File: src/sv/multilevel_ready_queue_unit_defines.svh
// Assertion macros shared by the queue modules.
`ifndef MULTILEVEL_READY_QUEUE_UNIT_DEFINES_SVH
`define MULTILEVEL_READY_QUEUE_UNIT_DEFINES_SVH

// Assert that a property holds at every rising clock edge outside reset.
`define MRQ_ASSERT(lbl, prop, msg) \
  lbl: assert property (@(posedge clk_i) disable iff (!rst_ni) (prop)) else $error(msg);

// Assert that one condition implies another in the same cycle.
`define MRQ_ASSERT_IMPL(lbl, pre, post, msg) \
  lbl: assert property (@(posedge clk_i) disable iff (!rst_ni) (pre) |-> (post)) \
    else $error(msg);

`endif

File: src/sv/mrq_pkg.sv
package mrq_pkg;

  localparam int unsigned NumLevelsDef  = 8;
  localparam int unsigned LevelDepthDef = 16;
  localparam int unsigned IdCountDef    = 256;

  typedef enum logic [1:0] {
    OP_PUSH  = 2'd0,
    OP_READY = 2'd1,
    OP_POP   = 2'd2,
    OP_NONE  = 2'd3
  } op_e;

  typedef enum logic [1:0] {
    ST_OK          = 2'd0,
    ST_FULL        = 2'd1,
    ST_EMPTY       = 2'd2,
    ST_NOT_BLOCKED = 2'd3
  } status_e;

  typedef struct packed {
    logic [1:0] op;
    logic [7:0] proc_id;
    logic       is_ready;
    logic [2:0] prio;
  } in_word_t;

  typedef struct packed {
    logic [7:0] popped_id;
    logic       popped_valid;
    logic       all_empty;
    logic [1:0] status;
  } out_word_t;

  // Classified command handed from the front part to the back part.
  typedef struct packed {
    logic       enq;     // append id to a level
    logic       pop;     // serve the highest level
    logic       nblk;    // report id not blocked
    logic       clr_blk; // on successful append, clear the blocked record
    logic [7:0] id;
    logic [5:0] lvl;
  } cmd_t;

endpackage

File: src/sv/mrq_ram.sv
module mrq_ram #(
  parameter int unsigned Width = 8,
  parameter int unsigned Depth = 16
) (
  input  logic                     clk_i,
  input  logic                     we_i,
  input  logic [$clog2(Depth)-1:0] waddr_i,
  input  logic [Width-1:0]         wdata_i,
  input  logic [$clog2(Depth)-1:0] raddr_i,
  output logic [Width-1:0]         rdata_o
);

  logic [Width-1:0] mem_q [Depth];

  always_ff @(posedge clk_i) begin
    if (we_i) begin
      mem_q[waddr_i] <= wdata_i;
    end
    rdata_o <= mem_q[raddr_i];
  end

endmodule

File: src/sv/mrq_front.sv
`include "multilevel_ready_queue_unit_defines.svh"

// Front part: decodes a word, keeps the blocked table and emits commands.
module mrq_front #(
  parameter int unsigned NumLevels = mrq_pkg::NumLevelsDef,
  parameter int unsigned IdCount   = mrq_pkg::IdCountDef
) (
  input  logic             clk_i,
  input  logic             rst_ni,
  input  logic             in_valid_i,
  output logic             in_stall_o,
  input  mrq_pkg::in_word_t in_word_i,
  output logic             cmd_valid_o,
  input  logic             cmd_full_i,
  output mrq_pkg::cmd_t    cmd_o,
  input  logic             clr_valid_i,
  input  logic [7:0]       clr_id_i,
  input  logic             clr_done_i
);

  localparam int unsigned LvlW = (NumLevels > 1) ? $clog2(NumLevels) : 1;
  localparam int unsigned IdW  = (IdCount > 1) ? $clog2(IdCount) : 1;

  typedef enum logic [1:0] {
    S_IDLE = 2'b01,
    S_LOOK = 2'b10
  } state_e;

  state_e state_q, state_d;
  mrq_pkg::in_word_t word_q;
  logic [IdCount-1:0] blk_valid_q;
  logic               blk_pend_q;
  logic [LvlW-1:0]    blk_prio_rd;
  logic               in_table;
  logic [LvlW-1:0]    lvl_clamped;
  logic               take;
  logic               ram_we;
  logic [IdW-1:0]     prio_raddr;

  // A make-ready word in the back part may still clear its blocked flag, so the
  // input waits until that command is retired.
  assign in_stall_o = (state_q != S_IDLE) || blk_pend_q;
  assign take       = in_valid_i && (state_q == S_IDLE) && !blk_pend_q;
  assign in_table   = (32'(in_word_i.proc_id) < IdCount);
  assign lvl_clamped = (32'(in_word_i.prio) >= NumLevels) ? LvlW'(NumLevels - 1)
                                                          : LvlW'(in_word_i.prio);
  assign ram_we = take && (in_word_i.op == mrq_pkg::OP_PUSH) && !in_word_i.is_ready &&
                  in_table;
  assign prio_raddr = (state_q == S_IDLE) ? IdW'(in_word_i.proc_id) : IdW'(word_q.proc_id);

  mrq_ram #(.Width(LvlW), .Depth(IdCount)) u_prio_ram (
    .clk_i  (clk_i),
    .we_i   (ram_we),
    .waddr_i(IdW'(in_word_i.proc_id)),
    .wdata_i(lvl_clamped),
    .raddr_i(prio_raddr),
    .rdata_o(blk_prio_rd)
  );

  logic word_in_table;
  assign word_in_table = (32'(word_q.proc_id) < IdCount);

  always_comb begin
    state_d     = state_q;
    cmd_valid_o = 1'b0;
    cmd_o       = '0;
    cmd_o.id    = word_q.proc_id;
    unique case (state_q)
      S_IDLE: begin
        if (take) state_d = S_LOOK;
      end
      S_LOOK: begin
        if (!cmd_full_i) begin
          cmd_valid_o = 1'b1;
          state_d     = S_IDLE;
        end
        unique case (mrq_pkg::op_e'(word_q.op))
          mrq_pkg::OP_PUSH: begin
            cmd_o.enq = word_q.is_ready;
            cmd_o.lvl = 6'((32'(word_q.prio) >= NumLevels) ? (NumLevels - 1)
                                                           : 32'(word_q.prio));
          end
          mrq_pkg::OP_READY: begin
            if (word_in_table && blk_valid_q[IdW'(word_q.proc_id)]) begin
              cmd_o.enq     = 1'b1;
              cmd_o.clr_blk = 1'b1;
              cmd_o.lvl     = 6'(blk_prio_rd);
            end else begin
              cmd_o.nblk = 1'b1;
            end
          end
          mrq_pkg::OP_POP:  cmd_o.pop = 1'b1;
          mrq_pkg::OP_NONE: ;
          default: ;
        endcase
      end
      default: state_d = S_IDLE;
    endcase
  end

  always_ff @(posedge clk_i or negedge rst_ni) begin
    if (!rst_ni) begin
      state_q     <= S_IDLE;
      blk_valid_q <= '0;
      blk_pend_q  <= 1'b0;
    end else begin
      state_q <= state_d;
      if (ram_we) blk_valid_q[IdW'(in_word_i.proc_id)] <= 1'b1;
      if (clr_valid_i) blk_valid_q[IdW'(clr_id_i)] <= 1'b0;
      if (cmd_valid_o && cmd_o.clr_blk) blk_pend_q <= 1'b1;
      else if (clr_done_i) blk_pend_q <= 1'b0;
    end
  end

  always_ff @(posedge clk_i) begin
    if (take) word_q <= in_word_i;
  end

  `MRQ_ASSERT(a_onehot_state, $onehot(state_q), "front state not one-hot")
  `MRQ_ASSERT_IMPL(a_cmd_only_look, cmd_valid_o, state_q == S_LOOK,
                   "command issued outside lookup")
  `MRQ_ASSERT(a_cmd_exclusive, !(cmd_valid_o && cmd_o.enq && cmd_o.pop),
              "command both appends and pops")

endmodule

File: src/sv/mrq_back.sv
`include "multilevel_ready_queue_unit_defines.svh"

// Back part: level FIFOs in one RAM, priority search, result register.
module mrq_back #(
  parameter int unsigned NumLevels  = mrq_pkg::NumLevelsDef,
  parameter int unsigned LevelDepth = mrq_pkg::LevelDepthDef
) (
  input  logic              clk_i,
  input  logic              rst_ni,
  input  logic              cmd_valid_i,
  output logic              cmd_full_o,
  input  mrq_pkg::cmd_t     cmd_i,
  output logic              clr_valid_o,
  output logic [7:0]        clr_id_o,
  output logic              clr_done_o,
  output logic              out_valid_o,
  input  logic              out_stall_i,
  output mrq_pkg::out_word_t out_word_o
);

  localparam int unsigned LvlW = (NumLevels > 1) ? $clog2(NumLevels) : 1;
  localparam int unsigned PtrW = (LevelDepth > 1) ? $clog2(LevelDepth) : 1;
  localparam int unsigned CntW = $clog2(LevelDepth + 1);
  localparam int unsigned AdrW = LvlW + PtrW;

  // Two-entry command queue.
  mrq_pkg::cmd_t q_mem_q [2];
  logic          q_wp_q, q_rp_q;
  logic [1:0]    q_cnt_q;

  typedef enum logic [1:0] {
    S_EXEC = 2'b01,
    S_READ = 2'b10
  } state_e;

  state_e state_q, state_d;
  logic [PtrW-1:0] head_q [NumLevels];
  logic [PtrW-1:0] tail_q [NumLevels];
  logic [CntW-1:0] cnt_q  [NumLevels];
  logic [NumLevels-1:0] nonempty;
  logic [LvlW-1:0] top_lvl;
  logic [LvlW-1:0] pop_lvl_q;
  logic            any_q;
  mrq_pkg::cmd_t   cmd;
  logic            q_pop, q_push;
  logic            ram_we;
  logic [AdrW-1:0] waddr, raddr;
  logic [7:0]      rdata;
  logic [LvlW-1:0] elvl;
  logic            full_lvl;
  logic            res_load;
  mrq_pkg::out_word_t res_d;

  function automatic logic out_valid_o_busy();
    return out_valid_o && out_stall_i;
  endfunction

  assign cmd    = q_mem_q[q_rp_q];
  assign cmd_full_o = (q_cnt_q == 2'd2);
  assign q_push = cmd_valid_i && !cmd_full_o;
  assign elvl   = LvlW'(cmd.lvl);

  always_comb begin
    top_lvl = '0;
    for (int l = 0; l < NumLevels; l++) begin
      nonempty[l] = (cnt_q[l] != '0);
      if (nonempty[l]) top_lvl = LvlW'(l);
    end
  end

  assign full_lvl = (cnt_q[elvl] == CntW'(LevelDepth));
  assign ram_we   = (state_q == S_EXEC) && (q_cnt_q != 2'd0) && !out_valid_o_busy() &&
                    cmd.enq && !full_lvl;
  assign waddr    = {elvl, tail_q[elvl]};
  assign raddr    = {top_lvl, head_q[top_lvl]};

  mrq_ram #(.Width(8), .Depth(2 ** AdrW)) u_level_ram (
    .clk_i  (clk_i),
    .we_i   (ram_we),
    .waddr_i(waddr),
    .wdata_i(cmd.id),
    .raddr_i(raddr),
    .rdata_o(rdata)
  );

  // Which levels are nonempty after the current command takes effect.
  logic [NumLevels-1:0] ne_after;
  always_comb begin
    state_d     = state_q;
    q_pop       = 1'b0;
    res_load    = 1'b0;
    res_d       = '0;
    clr_valid_o = 1'b0;
    clr_done_o  = 1'b0;
    clr_id_o    = cmd.id;
    ne_after    = nonempty;
    unique case (state_q)
      S_EXEC: begin
        if (q_cnt_q != 2'd0 && !out_valid_o_busy()) begin
          if (cmd.pop && any_q) begin
            state_d = S_READ;
          end else begin
            q_pop      = 1'b1;
            res_load   = 1'b1;
            clr_done_o = cmd.clr_blk;
            if (cmd.pop) begin
              res_d.status = mrq_pkg::ST_EMPTY;
            end else if (cmd.nblk) begin
              res_d.status = mrq_pkg::ST_NOT_BLOCKED;
            end else if (cmd.enq) begin
              if (full_lvl) begin
                res_d.status = mrq_pkg::ST_FULL;
              end else begin
                ne_after[elvl] = 1'b1;
                clr_valid_o    = cmd.clr_blk;
              end
            end
            res_d.all_empty = (ne_after == '0);
          end
        end
      end
      S_READ: begin
        q_pop    = 1'b1;
        res_load = 1'b1;
        state_d  = S_EXEC;
        res_d.popped_id    = rdata;
        res_d.popped_valid = 1'b1;
        ne_after[pop_lvl_q] = (cnt_q[pop_lvl_q] != CntW'(1));
        res_d.all_empty    = (ne_after == '0);
      end
      default: state_d = S_EXEC;
    endcase
  end

  always_ff @(posedge clk_i or negedge rst_ni) begin
    if (!rst_ni) begin
      state_q     <= S_EXEC;
      q_wp_q      <= 1'b0;
      q_rp_q      <= 1'b0;
      q_cnt_q     <= '0;
      out_valid_o <= 1'b0;
      for (int l = 0; l < NumLevels; l++) begin
        head_q[l] <= '0;
        tail_q[l] <= '0;
        cnt_q[l]  <= '0;
      end
      any_q     <= 1'b0;
      pop_lvl_q <= '0;
    end else begin
      state_q <= state_d;
      if (q_push) q_wp_q <= ~q_wp_q;
      if (q_pop)  q_rp_q <= ~q_rp_q;
      q_cnt_q <= q_cnt_q + 2'(q_push) - 2'(q_pop);
      if (res_load) out_valid_o <= 1'b1;
      else if (!out_stall_i) out_valid_o <= 1'b0;
      if (ram_we) begin
        tail_q[elvl] <= (32'(tail_q[elvl]) == LevelDepth - 1) ? '0 : tail_q[elvl] + 1'b1;
        cnt_q[elvl]  <= cnt_q[elvl] + 1'b1;
      end
      if (state_q == S_EXEC && state_d == S_READ) pop_lvl_q <= top_lvl;
      if (state_q == S_READ) begin
        head_q[pop_lvl_q] <= (32'(head_q[pop_lvl_q]) == LevelDepth - 1) ? '0
                             : head_q[pop_lvl_q] + 1'b1;
        cnt_q[pop_lvl_q]  <= cnt_q[pop_lvl_q] - 1'b1;
      end
      any_q <= (ne_after != '0) && (state_q == S_READ || ram_we) ? 1'b1 :
               (state_q == S_READ) ? 1'b0 : any_q;
    end
  end

  always_ff @(posedge clk_i) begin
    if (q_push) q_mem_q[q_wp_q] <= cmd_i;
    if (res_load) out_word_o <= res_d;
  end

  `MRQ_ASSERT(a_onehot_state, $onehot(state_q), "back state not one-hot")
  `MRQ_ASSERT(a_queue_bound, q_cnt_q <= 2'd2, "command queue overflow")
  `MRQ_ASSERT_IMPL(a_read_has_cmd, state_q == S_READ, q_cnt_q != 2'd0,
                   "pop read without queued command")

endmodule

File: src/sv/multilevel_ready_queue_unit.sv
// Channel | Direction | Handshake               | Payload
// in      | input     | in_valid_i/in_stall_o   | mrq_pkg::in_word_t
// out     | output    | out_valid_o/out_stall_i | mrq_pkg::out_word_t
// An accepted word is registered in the front part and handed on once the command queue has
// room; the back part runs it from that queue and registers its result, and a pop that
// serves an id passes a RAM read state first. The front takes no new word until the last is
// handed on, and a make-ready word that finds its id blocked holds the input until retired.
// Reset is asynchronous and clears the blocked flags, the level pointers and counts.
// A stalled result holds the back part; a two-word command queue lets the front run on.
module multilevel_ready_queue_unit #(
  parameter int unsigned NumLevels  = mrq_pkg::NumLevelsDef,
  parameter int unsigned LevelDepth = mrq_pkg::LevelDepthDef,
  parameter int unsigned IdCount    = mrq_pkg::IdCountDef
) (
  input  logic               clk_i,
  input  logic               rst_ni,
  input  logic               in_valid_i,
  output logic               in_stall_o,
  input  mrq_pkg::in_word_t  in_word_i,
  output logic               out_valid_o,
  input  logic               out_stall_i,
  output mrq_pkg::out_word_t out_word_o
);

  logic          cmd_valid, cmd_full, clr_valid, clr_done;
  logic [7:0]    clr_id;
  mrq_pkg::cmd_t cmd;

  mrq_front #(.NumLevels(NumLevels), .IdCount(IdCount)) u_front (
    .clk_i      (clk_i),
    .rst_ni     (rst_ni),
    .in_valid_i (in_valid_i),
    .in_stall_o (in_stall_o),
    .in_word_i  (in_word_i),
    .cmd_valid_o(cmd_valid),
    .cmd_full_i (cmd_full),
    .cmd_o      (cmd),
    .clr_valid_i(clr_valid),
    .clr_id_i   (clr_id),
    .clr_done_i (clr_done)
  );

  mrq_back #(.NumLevels(NumLevels), .LevelDepth(LevelDepth)) u_back (
    .clk_i      (clk_i),
    .rst_ni     (rst_ni),
    .cmd_valid_i(cmd_valid),
    .cmd_full_o (cmd_full),
    .cmd_i      (cmd),
    .clr_valid_o(clr_valid),
    .clr_id_o   (clr_id),
    .clr_done_o (clr_done),
    .out_valid_o(out_valid_o),
    .out_stall_i(out_stall_i),
    .out_word_o (out_word_o)
  );

endmodule

File: config.mk
export PLATFORM = sky130hd
export DESIGN_NAME = multilevel_ready_queue_unit
export DESIGN_NICKNAME = d
export VERILOG_FILES = /design/src/sv/mrq_pkg.sv /design/src/sv/mrq_ram.sv /design/src/sv/mrq_front.sv /design/src/sv/mrq_back.sv /design/src/sv/multilevel_ready_queue_unit.sv
export VERILOG_INCLUDE_DIRS = /design/src /design/src/sv
export SDC_FILE = /design/constraint.sdc
export NUM_CORES = 2
export LEC_CHECK = 0
export ABC_CLOCK_PERIOD_IN_PS = 8100
export BUFFER_PORTS_ARGS = -buffer_cell sky130_fd_sc_hd__buf_2
export CAP_MARGIN = 20
export CORE_MARGIN = 2
export CORE_UTILIZATION = 61
export DETAILED_ROUTE_END_ITERATION = 10
export PLACE_DENSITY = 0.77
export SETUP_SLACK_MARGIN = 0.1
export SLEW_MARGIN = 40
export SYNTH_ARGS = -nofsm -noshare
export SYNTH_HDL_FRONTEND = slang
export SYNTH_SLANG_ARGS = --single-unit
File: constraint.sdc
create_clock -name clk_i -period 8.1 [get_ports clk_i]
set_clock_uncertainty 0.05 [all_clocks]
set_input_delay 1.215 -clock clk_i [delete_from_list [all_inputs] [get_ports clk_i]]
set_output_delay 1.215 -clock clk_i [all_outputs]
set_load 0.005 [all_outputs]
==> flow_summary.toml <==
[floorplan]
rows = 141
width_of_the_chip_um = 390
chipHeight_um = 390
floorplan.initialDensity = 0.615
core_box_area_um2 = 148000
design.portCount = 32
die_area_um2 = 152000

[critical_path]
arr_time_crit_path_ns = 6.59
cp_max_fo = 19
setup.worst_path.class = "reg -> reg"
length_in_cells_of_the_worst_reg_to_reg_path = 15
crit-reg2reg-launch = "u_back.q_rp_q"
crit_path_start_kind = "register"
crit_required_ns = 8.72
reg2reg_to = "u_front.blk_valid_q[5]"
worstSetupEndpointType = "register"
ff2ff_setup_slack_ns = 2.13

[yosys]
yosys_register_bits = 2233
synthCells = 5860
ys_async_sr_fraction = 0.167
synth_compound_area_frac = 0.0745
synth_commonest_cells = "edfxtp_1 (1,848), nand2_1 (880), nor2_1 (544), dfrtp_1 (372), mux4_2 (315)"
synth_largest_type_area_fraction = 0.610
mappedNetlistNets = 5888
post-synth-top-count-cell = "edfxtp_1"
yosys.cell_types.count = 74
largest_family_of_logic_cells_by_synthesized_area = "multiplexers"
post_synth_and_or_nand_nor_area_fraction = 0.0822
synthesis.area_per_instance_um2 = 15.5
ys_dominant_reg_cell = "edfxtp_1"
mappedNetlistArea_um2 = 91000
synth_xor_xnor_area_share = 0.00116
sequential_element_share_of_the_synthesized_area = 0.715
synthMuxAreaShare = 0.108
yosysTopAreaCell = "edfxtp_1"
largest_cells_by_area_after_synthesis = "edfxtp_1 (61%), dfrtp_1 (10%), mux4_2 (7.8%)"
synth-edff-count = 1848
post_synth_fa_ha_maj_area_fraction = 0.00138
synth-warning-count = 0

[sta]
achievable-frequency_mhz = 168
fin_crit_sh = 0.737
worst_slack_ns = 2.13
final_layout_worst_hold_slack_ns = 0.170
report.final.setup_viol = 0
slew_violations = 0
timing.setup.tns_ns = 0
tightestPinTransition_ns = 0.956
max_slew_margin = 0.360
hold_violations = 0
unrepaired_setup_endpoints_after_global_routing = "false"
timing.final.crit_period_ns = 5.97

[run]
max_cap_viol_count = 0

[place]
dp_worst_setup_slack_ns = 2.28
detailedPlacementHpwl_um = 153000
placed_cell_area_um2 = 93500
numPortBuffers = 31
gp_routability_congestion = 0.954
placedCellCount = 7604

[clock_network]
clkLatencyLatePin_ns = 0.86
post_cts_buffers = 0
cts_root_buf = "clkbuf_16"
cts_tree = "yes"
cts_hold_buffers = 0
cts-buffers-inserted = 213
clock_sink_count = 2233
clk_transition_reported_paths_ns = 0.07
clock_tree_buffer_depth = 3
htree_num_levels = 4
ctsResizeCount = 0

[pwr]
vdd_drop_max_mv = 0.289
power.density_nw_per_um2 = 318
cellLeakagePower_nw = 34.1

[routing]
post_drt_wl_per_cell_um = 31.1
drc = 0
routed_wl_um = 249000
vias = 56164
via_per_inst = 7.01
drt_iter0_markers = 8605
detailedRoute.firstPassIterationCount = 9
drtAntennaViolNets = 0

[finish]
multi_input_area_um2 = 24700
layout.filler_cells = 9512
post_route_cells_drive_above_1_share = 0.158
fin_cells = 8016
design_area_um2 = 101000
sequential_cell_area_um2 = 65100
num-nets-final = 5919
synthesis_to_finish_area_growth_pct = 10.5

[global_routing]
global_route.overflow_total = 0
grtUsageTotal = 0.328
first_pass_grt_wire_length_um = 365000
antenna_found_initial = 7
via_count_of_the_first_global_routing_pass = 54425
grt_start_max_net_pins = 155

[outcome]
run_status = "complete, no violations"

[min_path]
min-delay-path-class = "in -> async"
-- layout make-up --
class	instances	share of cell area
clock buffer	284	0.0577
tap	1930	0.0240
antenna	10	0.000249
multi-input combinational	3269	0.246
inverter	24	0.00107
sequential	2233	0.647
timing repair buffer	150	0.0132
clock inverter	116	0.0111
-- flip-flops by register name, summed over array words and instances, names as in the netlist, 12 cells and up --
signal	cells
u_back.u_level_ram.mem_q	1024
u_front.u_prio_ram.mem_q	768
u_front.blk_valid_q	256
u_back.cnt_q	40
u_back.head_q	32
u_back.tail_q	32
u_back.q_mem_q	30
u_back.out_word_o	12
-- per-layer routing --
metal	track usage	part of all wire	vias up
li1	-	-	22885
met1	0.441	0.35	28002
met2	0.499	0.46	4468
met3	0.0890	0.13	809
met4	0.169	0.057	0
met5	0	0	-
-- critical path, stage by stage (launching register included) --
cell and delay, ns:
dfrtp_1 0.47, buf_4 0.39, mux2_2 0.46, nand2_1 0.16
nor2_1 0.60, a22oi_1 0.21, and3_1 0.26, ha_1 0.22
nand3_1 0.07, nor2_1 0.12, nor3b_1 0.74, and2_1 0.38
nand3b_1 0.27, nor2_2 0.78, buf_4 0.45, a2bb2oi_1 0.14
-- where the power goes --
part           switching, W  internal (W)  leakage (nW)
Clock               0.00431       0.00556          3.40
Sequential         0.000340        0.0134          21.7
Combinational       0.00568       0.00272          8.98
Total                0.0103        0.0216          34.1
-- per-stage QoR --
| step | utilization | power (W) |
|---|---|---|
| after floorplan | - | 0.0191 |
| after global placement | 0.630 | 0.0219 |
| after detailed placement | 0.632 | 0.0220 |
| after CTS | 0.679 | 0.0318 |
| after global routing | 0.680 | 0.0329 |
| final | 0.680 | 0.0320 |
-- cells by family after synthesis --
| logic type | count (synthesis) |
|---|---|
| AND/OR/NAND/NOR | 1776 |
| XOR/XNOR | 12 |
| buffers and inverters | 358 |
| flip-flops | 2233 |
| AO/OA/AOI/OAI | 889 |
| multiplexers | 582 |
| adder cells (fa/ha/maj) | 10 |
-- cells in the final DEF, fill, tap and decap left out, types with 94 or more instances in the layout --
master     instances
mux2i_1          202
a32oi_1          137
a21oi_1           94
clkbuf_16        215
nand3_1          108
edfxtp_1        1848
mux4_2           315
a2bb2oi_1        128
dfrtp_1          372
nor2_1           529
o22a_1           128
nand2_1          866
-- worst max-delay path by stage --
stage / start / to / slack, ns / depth (start not counted)
final: u_back.q_rp_q / u_front.blk_valid_q[5] / 2.13 / 15
after global routing: u_back.q_rp_q / u_front.blk_valid_q[65] / 1.96 / 14
after CTS: u_back.q_rp_q / u_front.blk_valid_q[67] / 2.18 / 14
after detailed placement: u_back.q_rp_q / u_front.blk_valid_q[67] / 2.28 / 14
after global placement: u_back.q_rp_q / u_front.blk_valid_q[113] / 2.21 / 13
after floorplan: u_back.q_rp_q / u_back.u_level_ram.mem_q[104][0] / 3.63 / 16
Power figures use the tool's default switching activity.
